===== src/hdl/tcmc_pkg.sv =====
// ============================================================================
// tcmc_pkg: shared types and constants for the text console
// Command codes, field widths and cell constants used by the console logic.
// ============================================================================
package tcmc_pkg;

    localparam int CMD_W      = 2;
    localparam int CHAR_W     = 8;
    localparam int DELTA_W    = 8;
    localparam int CELL_IDX_W = 11;
    localparam int DATA_W     = 16;
    localparam int OUT_COL_W  = 7;
    localparam int OUT_ROW_W  = 5;

    typedef enum logic [CMD_W-1:0] {
        CMD_PRINT    = 2'd0,
        CMD_MOVE     = 2'd1,
        CMD_ACTIVATE = 2'd2,
        CMD_READ     = 2'd3
    } t_cmd;

    localparam logic [DATA_W-1:0] BLANK_CELL   = 16'h0720;
    localparam logic [DATA_W-1:0] ATTR_MASK    = 16'hFF00;
    localparam logic [CHAR_W-1:0] SPACE_CODE   = 8'h20;
    localparam logic [CHAR_W-1:0] NEWLINE_CODE = 8'h0A;
    localparam logic [CHAR_W-1:0] NULL_CODE    = 8'h00;

    // swap foreground and background nibbles of the attribute byte
    function automatic logic [DATA_W-1:0] swap_nibbles(input logic [DATA_W-1:0] c);
        return {c[11:8], c[15:12], c[7:0]};
    endfunction

endpackage


===== src/hdl/tcmc_addr_unit.sv =====
// ============================================================================
// tcmc_addr_unit: shared cell address unit
// Registers row * columns + column for whichever cursor the sequencer selects.
// ============================================================================
module tcmc_addr_unit
    import tcmc_pkg::*;
#(
    parameter int SCREEN_COLS = 80,
    parameter int COL_W       = 7,
    parameter int ROW_W       = 5,
    parameter int ADDR_W      = 11
) (
    input  logic              i_clk,
    input  logic [ROW_W-1:0]  i_row,
    input  logic [COL_W-1:0]  i_col,
    output logic [ADDR_W-1:0] o_idx
);

    logic [ADDR_W-1:0] r_idx;
    logic [ADDR_W-1:0] n_idx;

    // row and column are always on screen, so the sum never overflows
    assign n_idx = ADDR_W'(i_row) * ADDR_W'(SCREEN_COLS) + ADDR_W'(i_col);

    always_ff @(posedge i_clk) begin
        r_idx <= n_idx;
    end

    assign o_idx = r_idx;

endmodule


===== config.mk =====
export PLATFORM = sky130hd
export DESIGN_NAME = tcmc_addr_unit
export DESIGN_NICKNAME = d
export VERILOG_FILES = /design/src/hdl/tcmc_pkg.sv /design/src/hdl/tcmc_addr_unit.sv
export SDC_FILE = /design/constraint.sdc
export NUM_CORES = 1
export LEC_CHECK = 0
export ABC_CLOCK_PERIOD_IN_PS = 2500
export BUFFER_PORTS_ARGS = -buffer_cell sky130_fd_sc_hd__buf_2
export CORE_AREA = 5 5 42 44
export DETAILED_ROUTE_END_ITERATION = 6
export DIE_AREA = 0 0 47 49
export PLACE_DENSITY = 0.72
export RECOVER_POWER = 25
export SYNTH_ARGS = -nofsm -noshare
export SYNTH_HDL_FRONTEND = slang
export SYNTH_SLANG_ARGS = --single-unit

===== constraint.sdc =====
create_clock -name i_clk -period 2.5 [get_ports i_clk]
set_input_delay 0.25 -clock i_clk [delete_from_list [all_inputs] [get_ports i_clk]]
set_output_delay 0.25 -clock i_clk [all_outputs]
set_load 0.02 [all_outputs]

# Yosys cells after proc, flatten, opt, wreduce, memory -nomap -nowiden
# Index checks and enable logic that the tools add are counted.
[totals] input_bits=13 reg_bits=11 n_memories=0 wordCells=3 mem_bits_rw=0 mem_bits_ro=0 latchBits=0 output_inout_bits=11
[classes] n_div=0 n_reduce_logical=0 n_shift=0 n_addsub=1 multipliers=1 magnitude_cmp=0 n_bitwise=0 n_eq_ne=0 mux=0
[ops] cell="11-bit by 7-bit adder with 11-bit output" n=1
[ops] cell="5-bit by 3-bit multiplier with 7-bit output, second input constant" n=1

# Longest topological paths before layout
# Gate-level depths: netlist of the first run.
[logic_depth] ltp_word=2 depth_mapped=7 mapped_depth_nobuf=7

# Worst setup path before layout of the first run
# No wires, ideal clock.
[synth_timing] path_kind="in2reg" startpoint="input i_row[1]" endpoint="register r_idx[10], in the netlist o_idx[10]" arrival_ns=1.740 required_time_ns=2.428 path_buffers=0 path_stages=7 path_slack_ns=0.688 setup_ns=0.072 cell_sequence="ha_1 ha_1 fa_1 xor2_1 nand4_1 xnor2_1 xnor2_1"
[synth_between] elab_chain_len=2
[synth_lines] element="start: declaration" line_no="tcmc_addr_unit.sv:14" text="input logic [ROW_W-1:0] i_row,"
[synth_lines] element="5-bit by 3-bit multiplier with 7-bit output" line_no="tcmc_addr_unit.sv:23" text="assign n_idx = ADDR_W'(i_row) * ADDR_W'(SCREEN_COLS) + ADDR_W'(i_col);"
[synth_lines] element="11-bit by 7-bit adder with 11-bit output" line_no="tcmc_addr_unit.sv:23"
[synth_lines] element="named net n_idx[10]" line_no="tcmc_addr_unit.sv:20" text="logic [ADDR_W-1:0] n_idx;"
[synth_lines] element="end signal: assignment" line_no="tcmc_addr_unit.sv:26" text="r_idx <= n_idx;"
[synth_lines] element="end: declaration" line_no="tcmc_addr_unit.sv:19" text="logic [ADDR_W-1:0] r_idx;"
# The timed path passes the listed nets, and every way through them passes these cells.

# Worst setup path in the final report of the first run
# Same ends and word-level chain as after synthesis.

==> metrics.yaml, run 1 <==
final_report_setup_violation_count: 0
std_cell_rows: 14
end_kind: "flip-flop"
crit_arrival_ns: 1.98
htreeDepth: 1
detailed_placement_hpwl_um: 780
tritoncts: "built"
drt.antenna.violating_nets: 0
final-hold-violation-count: 0
rsz0062_at_grt: "no"
cts.root.buffer_cell: "sky130_fd_sc_hd__clkbuf_4"
cap_viol_max_count: 0
timing.fmax_mhz: 560
min-delay-start: "i_col[2]"
worst_slew_pin_slew_ns: 0.245
cts.clk_slew.worst_paths_ns: 0.07
numCtsBuffers: 3
avgSynthCellArea_um2: 12.7
final_cell_mix: "22 x sky130_fd_sc_hd__buf_2, 11 x sky130_fd_sc_hd__dfxtp_1, 9 x sky130_fd_sc_hd__ha_1"
number_of_flip_flops_in_the_largest_register: 11
via_count_of_the_first_global_routing_pass: 366
final-max-slew-violation-count: 0
initial_core_util_pct: 34.6
final_nets: 90
postCtsSetupRepairBufs: 0
p_total_mw: 0.474
postCtsResizedCells: 0
layout-drive-gt1-share_pct: 38.5
diodes: 0
globalRouteTotalUtil_pct: 9.14
grt_max_degree: 7
cts-hold-fix-buffers: 0
p_leak_nw: 0.344
ys_warn_count: 0
yosysSeqAreaShare_pct: 45.5
design.die.area_um2: 2300
hold_path_depth: 1
die_span_x_um: 47
area.growth.synth_to_final_pct: 33.1
boundaryPins: 24
required_ns: 2.69
hold_path_class: "in2reg"
routabilityCongestion: 0.734
count_of_vias_placed_by_the_detailed_router: 356
timing_worst_setup_path_type: "in2reg"
wire_length_of_the_first_global_routing_pass_um: 1440
status: "finished, final reports clean"
first_iter_violations: 0
layout_worst_path_cycle_share_pct: 71.4
synth.ff_latch_count: 11
grt.overflow.total: 0
grt_antenna_before_repair: 0
cts_buffer_depth: 2
setup-tns-final_ns: 0
postSynthCellCount: 38
route.detailed.wl_per_inst_um: 11.3
numClockSinks: 11
startpoint_type: "input port"
vdd.ir_drop.worst_uv: 275
syn-num-nets: 62
detail_route.vias_per_cell: 4.40
die_height_um: 49
remaining_drc_errors: 0
worst_slew_margin_rel_pct: 83.6
drt-total-wl_um: 914
placement.io_buffers: 23
power.density_cell_area_nw_per_um2: 736
worstHoldEndpoint: "o_idx[2]$_DFF_P_"
final_common_cell: "sky130_fd_sc_hd__buf_2"
yosys.cell_types.count: 10
post_syn_area_um2: 484
dr.pass1.iters: 1
core-area_um2: 1400
post_layout_min_period_ns: 1.79
critical_path.max_fanout: 3
-- how the worst max path moves through the flow --
stage,start,end,slack [ns],cells after the start
finish,i_row[1],o_idx[10]$_DFF_P_,0.71,8
global route,i_row[1],o_idx[10]$_DFF_P_,0.64,8
CTS,i_row[1],o_idx[10]$_DFF_P_,0.69,8
detailed placement,i_row[1],o_idx[10]$_DFF_P_,0.43,8
global placement,i_row[1],o_idx[10]$_DFF_P_,0.48,8
floorplan,i_row[1],o_idx[10]$_DFF_P_,0.69,7
-- metrics by stage --
step | worst slack, ns | hold slack, ns | utilization, % | cell area [um^2] | instances
after CTS | 0.689 | 0.0834 | 46.1 | 646 | 81
after detailed placement | 0.427 | 0.357 | 44.2 | 619 | 77
final | 0.714 | 0.0885 | 46.0 | 644 | 81
after global placement | 0.483 | 0.353 | 44.2 | 619 | 77
after floorplan | 0.688 | 0.278 | - | 484 | 38
after global routing | 0.640 | 0.0741 | 46.0 | 644 | 81
-- area by class of cell --
| class | instances | area, um^2 |
|---|---|---|
| Clock buffer | 4 | 26.3 |
| Fill cell | 142 | 757 |
| Multi-Input combinational cell | 27 | 264 |
| Sequential cell | 11 | 220 |
| Tap cell | 16 | 20.0 |
| Timing Repair Buffer | 23 | 114 |
-- layer usage --
metal | up-vias | routed length (um) | GRT usage (%)
met5 | - | 0 | 0
met4 | 0 | 19 | 8.29
met3 | 2 | 91 | 2.58
met2 | 16 | 483 | 14.7
met1 | 153 | 320 | 8.74
li1 | 185 | - | -
-- synthesized netlist by cell type --
cell type / instances / area share, %
sky130_fd_sc_hd__dfxtp_1: 11 / 45
sky130_fd_sc_hd__ha_1: 9 / 23
sky130_fd_sc_hd__xnor2_1: 4 / 7.2
sky130_fd_sc_hd__a21o_1: 3 / 4.7
sky130_fd_sc_hd__xor2_1: 3 / 5.4
sky130_fd_sc_hd__a21oi_1: 2 / 2.1
sky130_fd_sc_hd__fa_1: 2 / 8.3
sky130_fd_sc_hd__nand2_1: 2 / 1.6
sky130_fd_sc_hd__nand4_1: 1 / 1.3
sky130_fd_sc_hd__nor2_1: 1 / 0.77
-- critical path: stages --
cell and delay, ns:
sky130_fd_sc_hd__buf_2 0.13, sky130_fd_sc_hd__ha_1 0.30, sky130_fd_sc_hd__ha_1 0.23, sky130_fd_sc_hd__fa_1 0.38
sky130_fd_sc_hd__xor2_1 0.21, sky130_fd_sc_hd__nand4_1 0.14, sky130_fd_sc_hd__xnor2_1 0.20, sky130_fd_sc_hd__xnor2_1 0.13
-- cells by family (layout without fill, tap and decap cells) --
logic type                 count (synthesis)  in the layout  share of synthesized area, %
adders and majority gates                 11             11                          31.5
DFF                                       11             11                          45.5
xor gates and xnor gates                   7              7                          12.7
AOI/OAI and AO/OA                          5              5                          6.72
and+or+nand+nor                            4              4                          3.62
buffers and inverters                      0             27                             0
-- power by group --
group          switching [mW]  internal, mW  leakage [nW]  total, mW
Combinational          0.0875        0.0608         0.236      0.148
Clock                  0.0524        0.0615        0.0150      0.114
Sequential            0.00626         0.206        0.0928      0.212
No activity file was read; power rests on OpenSTA's default activity.
==> run 2, diff against run 1 <==
--- a/config.mk
+++ b/config.mk
@@ -5,12 +5,12 @@
 export SDC_FILE = /design/constraint.sdc
 export NUM_CORES = 1
 export LEC_CHECK = 0
-export ABC_CLOCK_PERIOD_IN_PS = 2500
+export ABC_CLOCK_PERIOD_IN_PS = 1600
 export BUFFER_PORTS_ARGS = -buffer_cell sky130_fd_sc_hd__buf_2
 export CORE_AREA = 5 5 42 44
 export DETAILED_ROUTE_END_ITERATION = 6
 export DIE_AREA = 0 0 47 49
-export PLACE_DENSITY = 0.72
+export PLACE_DENSITY = 0.74
 export RECOVER_POWER = 25
 export SYNTH_ARGS = -nofsm -noshare
 export SYNTH_HDL_FRONTEND = slang
==> constraint.sdc (replaced) <==
create_clock -name i_clk -period 1.6 [get_ports i_clk]
set_input_delay 0.16 -clock i_clk [delete_from_list [all_inputs] [get_ports i_clk]]
set_output_delay 0.16 -clock i_clk [all_outputs]
set_load 0.02 [all_outputs]
==> run 2 against run 1 <==
Setup slack worse by 0.61 ns. Critical path depth is the same. Wire length up 3.8%. Non-clock buffer count rose by 11. Highest routed layer unchanged. Total power up 67%. Design area grew 20%. Worst hold slack better by 0.040 ns. Sequential share of layout area fell by 5.7 points. Sequential power is 56% higher. Via count up 13%.
==> metrics.yaml, run 2 (same netlist as run 1, synthesis figures left out) <==
status: "finished, final reports clean"  # unchanged
diodes: 0  # unchanged
die_height_um: 49  # unchanged
critical_path.max_stage_delay_ns: 0.37  # was 0.38 ns
remaining_drc_errors: 0  # unchanged
numClockSinks: 11  # unchanged
wire_length_of_the_first_global_routing_pass_um: 1520  # was 1440 um
design.die.area_um2: 2300  # unchanged
layout_worst_path_cycle_share_pct: 93.3
grt_antenna_before_repair: 0  # unchanged
finalInstanceArea_um2: 774  # was 644 um^2
postCtsSetupRepairBufs: 0  # unchanged
worst-path-buf-inv: 1  # unchanged
cap_viol_max_count: 0  # unchanged
hold_path_class: "in2reg"  # unchanged
rsz0062_at_grt: "no"  # unchanged
boundaryPins: 24  # unchanged
placedInstanceArea_um2: 702  # was 619 um^2
grt.overflow.total: 0  # unchanged
final-hold-violation-count: 0  # unchanged
required_ns: 1.74  # was 2.69 ns
placed_cells_incl_taps: 84  # was 77
final_report_setup_violation_count: 0  # unchanged
worst_path_max_delay_cell: "sky130_fd_sc_hd__fa_2"  # was sky130_fd_sc_hd__fa_1
path_delay_family: "adder cells"  # unchanged
setup-tns-final_ns: 0  # unchanged
final_nets: 101  # was 90
drt.antenna.violating_nets: 0  # unchanged
cts.clk_slew.worst_paths_ns: 0.06  # was 0.07 ns
std_cell_rows: 14  # unchanged
cts_buffer_depth: 2  # unchanged
critical_path.max_fanout: 2  # was 3
layout-drive-gt1-share_pct: 48.7  # was 38.5%
area.growth.synth_to_final_pct: 59.9  # was 33.1%
number_of_flip_flops_in_the_largest_register: 11  # unchanged
placement.io_buffers: 23  # unchanged
worst_hold_slack_ns: 0.129  # was 0.0885 ns
count_of_vias_placed_by_the_detailed_router: 401  # was 356
drt-total-wl_um: 949  # was 914 um
final_common_cell: "sky130_fd_sc_hd__buf_2"  # unchanged
grt_max_degree: 7  # unchanged
finalNonFillerCells: 92  # was 81
final_cell_mix: "22 x sky130_fd_sc_hd__buf_2, 11 x sky130_fd_sc_hd__dfxtp_1, 7 x sky130_fd_sc_hd__buf_4"  # was 22 x sky130_fd_sc_hd__buf_2, 11 x sky130_fd_sc_hd__dfxtp_1, 9 x sky130_fd_sc_hd__ha_1
detail_route.vias_per_cell: 4.36  # was 4.40
worst_slew_pin_slew_ns: 0.225  # was 0.245 ns
p_leak_nw: 0.392  # was 0.344 nW
cts.root.buffer_cell: "sky130_fd_sc_hd__clkbuf_4"  # unchanged
end_kind: "flip-flop"  # unchanged
htreeDepth: 1  # unchanged
die_span_x_um: 47  # unchanged
tritoncts: "built"  # unchanged
initial_core_util_pct: 34.6  # unchanged
route.detailed.wl_per_inst_um: 10.3  # was 11.3 um
startpoint_type: "input port"  # unchanged
vdd.ir_drop.worst_uv: 356  # was 275 uV
via_count_of_the_first_global_routing_pass: 398  # was 366
post_layout_min_period_ns: 1.49
cp_cell_sequence: "buf_2 > ha_4 > ha_4 > fa_2 > xor2_2 > nand4_1 > xnor2_1 > xnor2_1"  # was buf_2 > ha_1 > ha_1 > fa_1 > xor2_1 > nand4_1 > xnor2_1 > xnor2_1
first_iter_violations: 1  # was 0
detailed_placement_hpwl_um: 843  # was 780 um
utilization_pct: 55.3  # was 46.0%
timing_worst_setup_path_type: "in2reg"  # unchanged
dr.pass1.iters: 3  # was 1
worst_slew_margin_rel_pct: 85.0  # was 83.6%
timing.fmax_mhz: 670
power.density_cell_area_nw_per_um2: 1020  # was 736 nW/um^2
core-area_um2: 1400  # unchanged
globalRouteTotalUtil_pct: 9.47  # was 9.14%
routabilityCongestion: 0.672  # was 0.734
crit_arrival_ns: 1.64  # was 1.98 ns
numCtsBuffers: 3  # unchanged
final-max-slew-violation-count: 0  # unchanged
==> run 2: cell types whose count changed in the layout (fill, tap and decap cells not counted), sizes merged <==
| cell | before | now |
|---|---|---|
| dlygate4sd3 | 0 | 4 |
| buf | 22 | 29 |
==> run 2: layer usage <==
| metal | part of all wire [%] | GRT usage, % |
|---|---|---|
| met2 | 51 | 15.8 |
| met3 | 11 | 3.69 |
| met1 | 37 | 9.33 |
| met4 | 0.74 | 5.53 |
| met5 | 0 | 0 |
==> run 2: layout make-up <==
type	count	area (um^2)
Tap cell	16	20.0
Multi-Input combinational cell	27	302
Fill cell	134	627
Sequential cell	11	220
Clock buffer	4	26.3
Timing Repair Buffer	34	206
==> run 2: final timing paths <==
kind                  slack, ns     start                end  cells after the start
worst min-delay path       0.13  i_col[4]   o_idx[4]$_DFF_P_                      2
worst max-delay path       0.11  i_row[1]  o_idx[10]$_DFF_P_                      8
==> run 2: through the flow <==
step	setup WS, ns	power [mW]
finish	0.107	0.790
global route	0.0186	0.857
CTS	0.108	0.801
detailed placement	-0.164	0.616
global placement	-0.125	0.607
floorplan	-0.00248	0.502
==> run 2: where the power goes <==
part / internal (mW) / switching, mW / total [mW] / leakage, nW
combinational: 0.137 / 0.147 / 0.284 / 0.285
clock: 0.0961 / 0.0795 / 0.176 / 0.0150
sequential: 0.321 / 0.00905 / 0.330 / 0.0928
==> run 2: repair_timing <==
action	in CTS	in global routing
endpoints found under the setup margin	0	1
endpoints found under the hold margin	3	1
hold buffers	3	1
resized for setup	0	1
==> run 3, diff against run 2 <==
--- a/config.mk
+++ b/config.mk
@@ -6,12 +6,13 @@
 export NUM_CORES = 1
 export LEC_CHECK = 0
 export ABC_CLOCK_PERIOD_IN_PS = 1600
-export BUFFER_PORTS_ARGS = -buffer_cell sky130_fd_sc_hd__buf_2
 export CORE_AREA = 5 5 42 44
 export DETAILED_ROUTE_END_ITERATION = 6
 export DIE_AREA = 0 0 47 49
-export PLACE_DENSITY = 0.74
+export DONT_BUFFER_PORTS = 1
+export PLACE_DENSITY = 0.58
 export RECOVER_POWER = 25
 export SYNTH_ARGS = -nofsm -noshare
 export SYNTH_HDL_FRONTEND = slang
 export SYNTH_SLANG_ARGS = --single-unit
+export TNS_END_PERCENT = 50
==> run 3 against run 2 <==
Final cell count is 29% lower. Non-clock buffer count is 27 lower. Wire length is 6.5% lower. Flip-flop and latch count stayed put.
==> metrics.yaml, run 3 (same netlist as run 1, synthesis figures left out) <==
std_cell_rows: 14  # unchanged
drt-total-wl_um: 887  # was 949 um
tritoncts: "built"  # unchanged
dr.pass1.iters: 2  # was 3
worst_path_max_delay_cell: "sky130_fd_sc_hd__fa_2"  # unchanged
via_count_of_the_first_global_routing_pass: 340  # was 398
final_common_cell: "sky130_fd_sc_hd__dfxtp_1"  # was sky130_fd_sc_hd__buf_2
die_span_x_um: 47  # unchanged
routabilityCongestion: 0.752  # was 0.672
grt_max_degree: 7  # unchanged
p_total_mw: 0.714  # was 0.790 mW
setup-tns-final_ns: 0  # unchanged
final_cell_mix: "11 x sky130_fd_sc_hd__dfxtp_1, 6 x sky130_fd_sc_hd__ha_1, 5 x sky130_fd_sc_hd__dlygate4sd3_1"  # was 22 x sky130_fd_sc_hd__buf_2, 11 x sky130_fd_sc_hd__dfxtp_1, 7 x sky130_fd_sc_hd__buf_4
drt.antenna.violating_nets: 0  # unchanged
worst_slew_margin_rel_pct: 84.1  # was 85.0%
timing.fmax_mhz: 707  # was 670 MHz
first_iter_violations: 2  # was 1
numCtsBuffers: 3  # unchanged
cts.root.buffer_cell: "sky130_fd_sc_hd__clkbuf_4"  # unchanged
final_report_setup_violation_count: 0  # unchanged
numClockSinks: 11  # unchanged
wire_length_of_the_first_global_routing_pass_um: 1410  # was 1520 um
die_height_um: 49  # unchanged
hold_path_class: "in2reg"  # unchanged
startpoint_type: "input port"  # unchanged
hold_path_depth: 1  # was 2
rsz0062_at_grt: "no"  # unchanged
end_kind: "flip-flop"  # unchanged
count_of_vias_placed_by_the_detailed_router: 306  # was 401
htreeDepth: 1  # unchanged
cap_viol_max_count: 0  # unchanged
worst_slew_pin_slew_ns: 0.238  # was 0.225 ns
fillers: 140  # was 134
critical_path.max_stage_delay_ns: 0.35  # was 0.37 ns
placement.io_buffers: 0  # was 23
vdd.ir_drop.worst_uv: 352  # was 356 uV
detail_route.vias_per_cell: 4.71  # was 4.36
boundaryPins: 24  # unchanged
design.die.area_um2: 2300  # unchanged
grt_antenna_before_repair: 0  # unchanged
final-hold-violation-count: 0  # unchanged
route.detailed.wl_per_inst_um: 13.6  # was 10.3 um
required_ns: 1.74  # about the same
diodes: 0  # unchanged
worst-path-buf-inv: 0  # was 1
grt.overflow.total: 0  # unchanged
layout_worst_path_cycle_share_pct: 88.4  # was 93.3%
initial_core_util_pct: 34.6  # unchanged
postCtsSetupRepairBufs: 0  # unchanged
worst-path-stages: 7  # was 8
p_leak_nw: 0.284  # was 0.392 nW
final-max-slew-violation-count: 0  # unchanged
crit_arrival_ns: 1.55  # was 1.64 ns
post_layout_min_period_ns: 1.41  # was 1.49 ns
cp_cell_sequence: "ha_4 > ha_4 > fa_2 > xor2_1 > nand4_1 > xnor2_1 > xnor2_1"  # was buf_2 > ha_4 > ha_4 > fa_2 > xor2_2 > nand4_1 > xnor2_1 > xnor2_1
timing_worst_setup_path_type: "in2reg"  # unchanged
core-area_um2: 1400  # unchanged
area.growth.synth_to_final_pct: 29.2  # was 59.9%
remaining_drc_errors: 0  # unchanged
final_nets: 74  # was 101
status: "finished, final reports clean"  # unchanged
path_delay_family: "adder cells"  # unchanged
critical_path.max_fanout: 3  # was 2
layout-drive-gt1-share_pct: 18.4  # was 48.7%
cts_buffer_depth: 2  # unchanged
cts.clk_slew.worst_paths_ns: 0.06  # about the same
number_of_flip_flops_in_the_largest_register: 11  # unchanged
power.density_cell_area_nw_per_um2: 1140  # was 1020 nW/um^2
utilization_pct: 44.6  # was 55.3%
globalRouteTotalUtil_pct: 8.76  # was 9.47%
run 3: cell types whose count changed in the layout (fill, tap and decap cells not counted):
| cell | change |
|---|---|
| sky130_fd_sc_hd__clkbuf_1 | -1 |
| sky130_fd_sc_hd__dlygate4sd3_1 | +1 |
| sky130_fd_sc_hd__xor2_1 | +1 |
| sky130_fd_sc_hd__buf_4 | -5 |
| sky130_fd_sc_hd__buf_2 | -22 |
| sky130_fd_sc_hd__xor2_2 | -1 |
run 3: power breakdown:
| part | switching, mW | internal (mW) | leakage [nW] |
|---|---|---|---|
| sequential | 0.0757 | 0.323 | 0.0928 |
| clock | 0.0764 | 0.0959 | 0.0150 |
| combinational | 0.0606 | 0.0832 | 0.176 |
| total | 0.213 | 0.502 | 0.284 |
run 3: timing repair:
item                                   CTS  global route
endpoints found under the hold margin    5             0
hold buffers                             5             0
resized for setup                        0             0
run 3: cell type report:
class	count	area, um^2	share of cell area, %
Clock buffer	4	26.3	4.20
Multi-Input combinational cell	27	294	47.0
Sequential cell	11	220	35.2
Tap cell	16	20.0	3.20
Timing Repair Buffer	7	65.1	10.4
run 3: final timing paths:
path / endpoint / start / slack, ns
worst max-delay path: o_idx[10]$_DFF_P_ / i_row[1] / 0.19
worst min-delay path: o_idx[4]$_DFF_P_ / i_col[4] / 0.03
run 3: through the flow:
stage               hold slack (ns)  instances  setup WS (ns)  cell area (um^2)
floorplan                     0.188         38       -0.00248               514
global placement              0.188         56        -0.0221               549
detailed placement            0.188         56        -0.0993               549
CTS                          0.0199         65          0.170               626
global route                0.00943         65         0.0686               626
finish                       0.0333         65          0.185               626
run 3: per-layer routing:
metal | routed length [um] | track usage [%] | vias up
li1 | - | - | 151
met1 | 315 | 9.09 | 135
met2 | 443 | 13.1 | 18
met3 | 109 | 3.69 | 2
met4 | 19 | 6.91 | 0
met5 | 0 | 0 | -
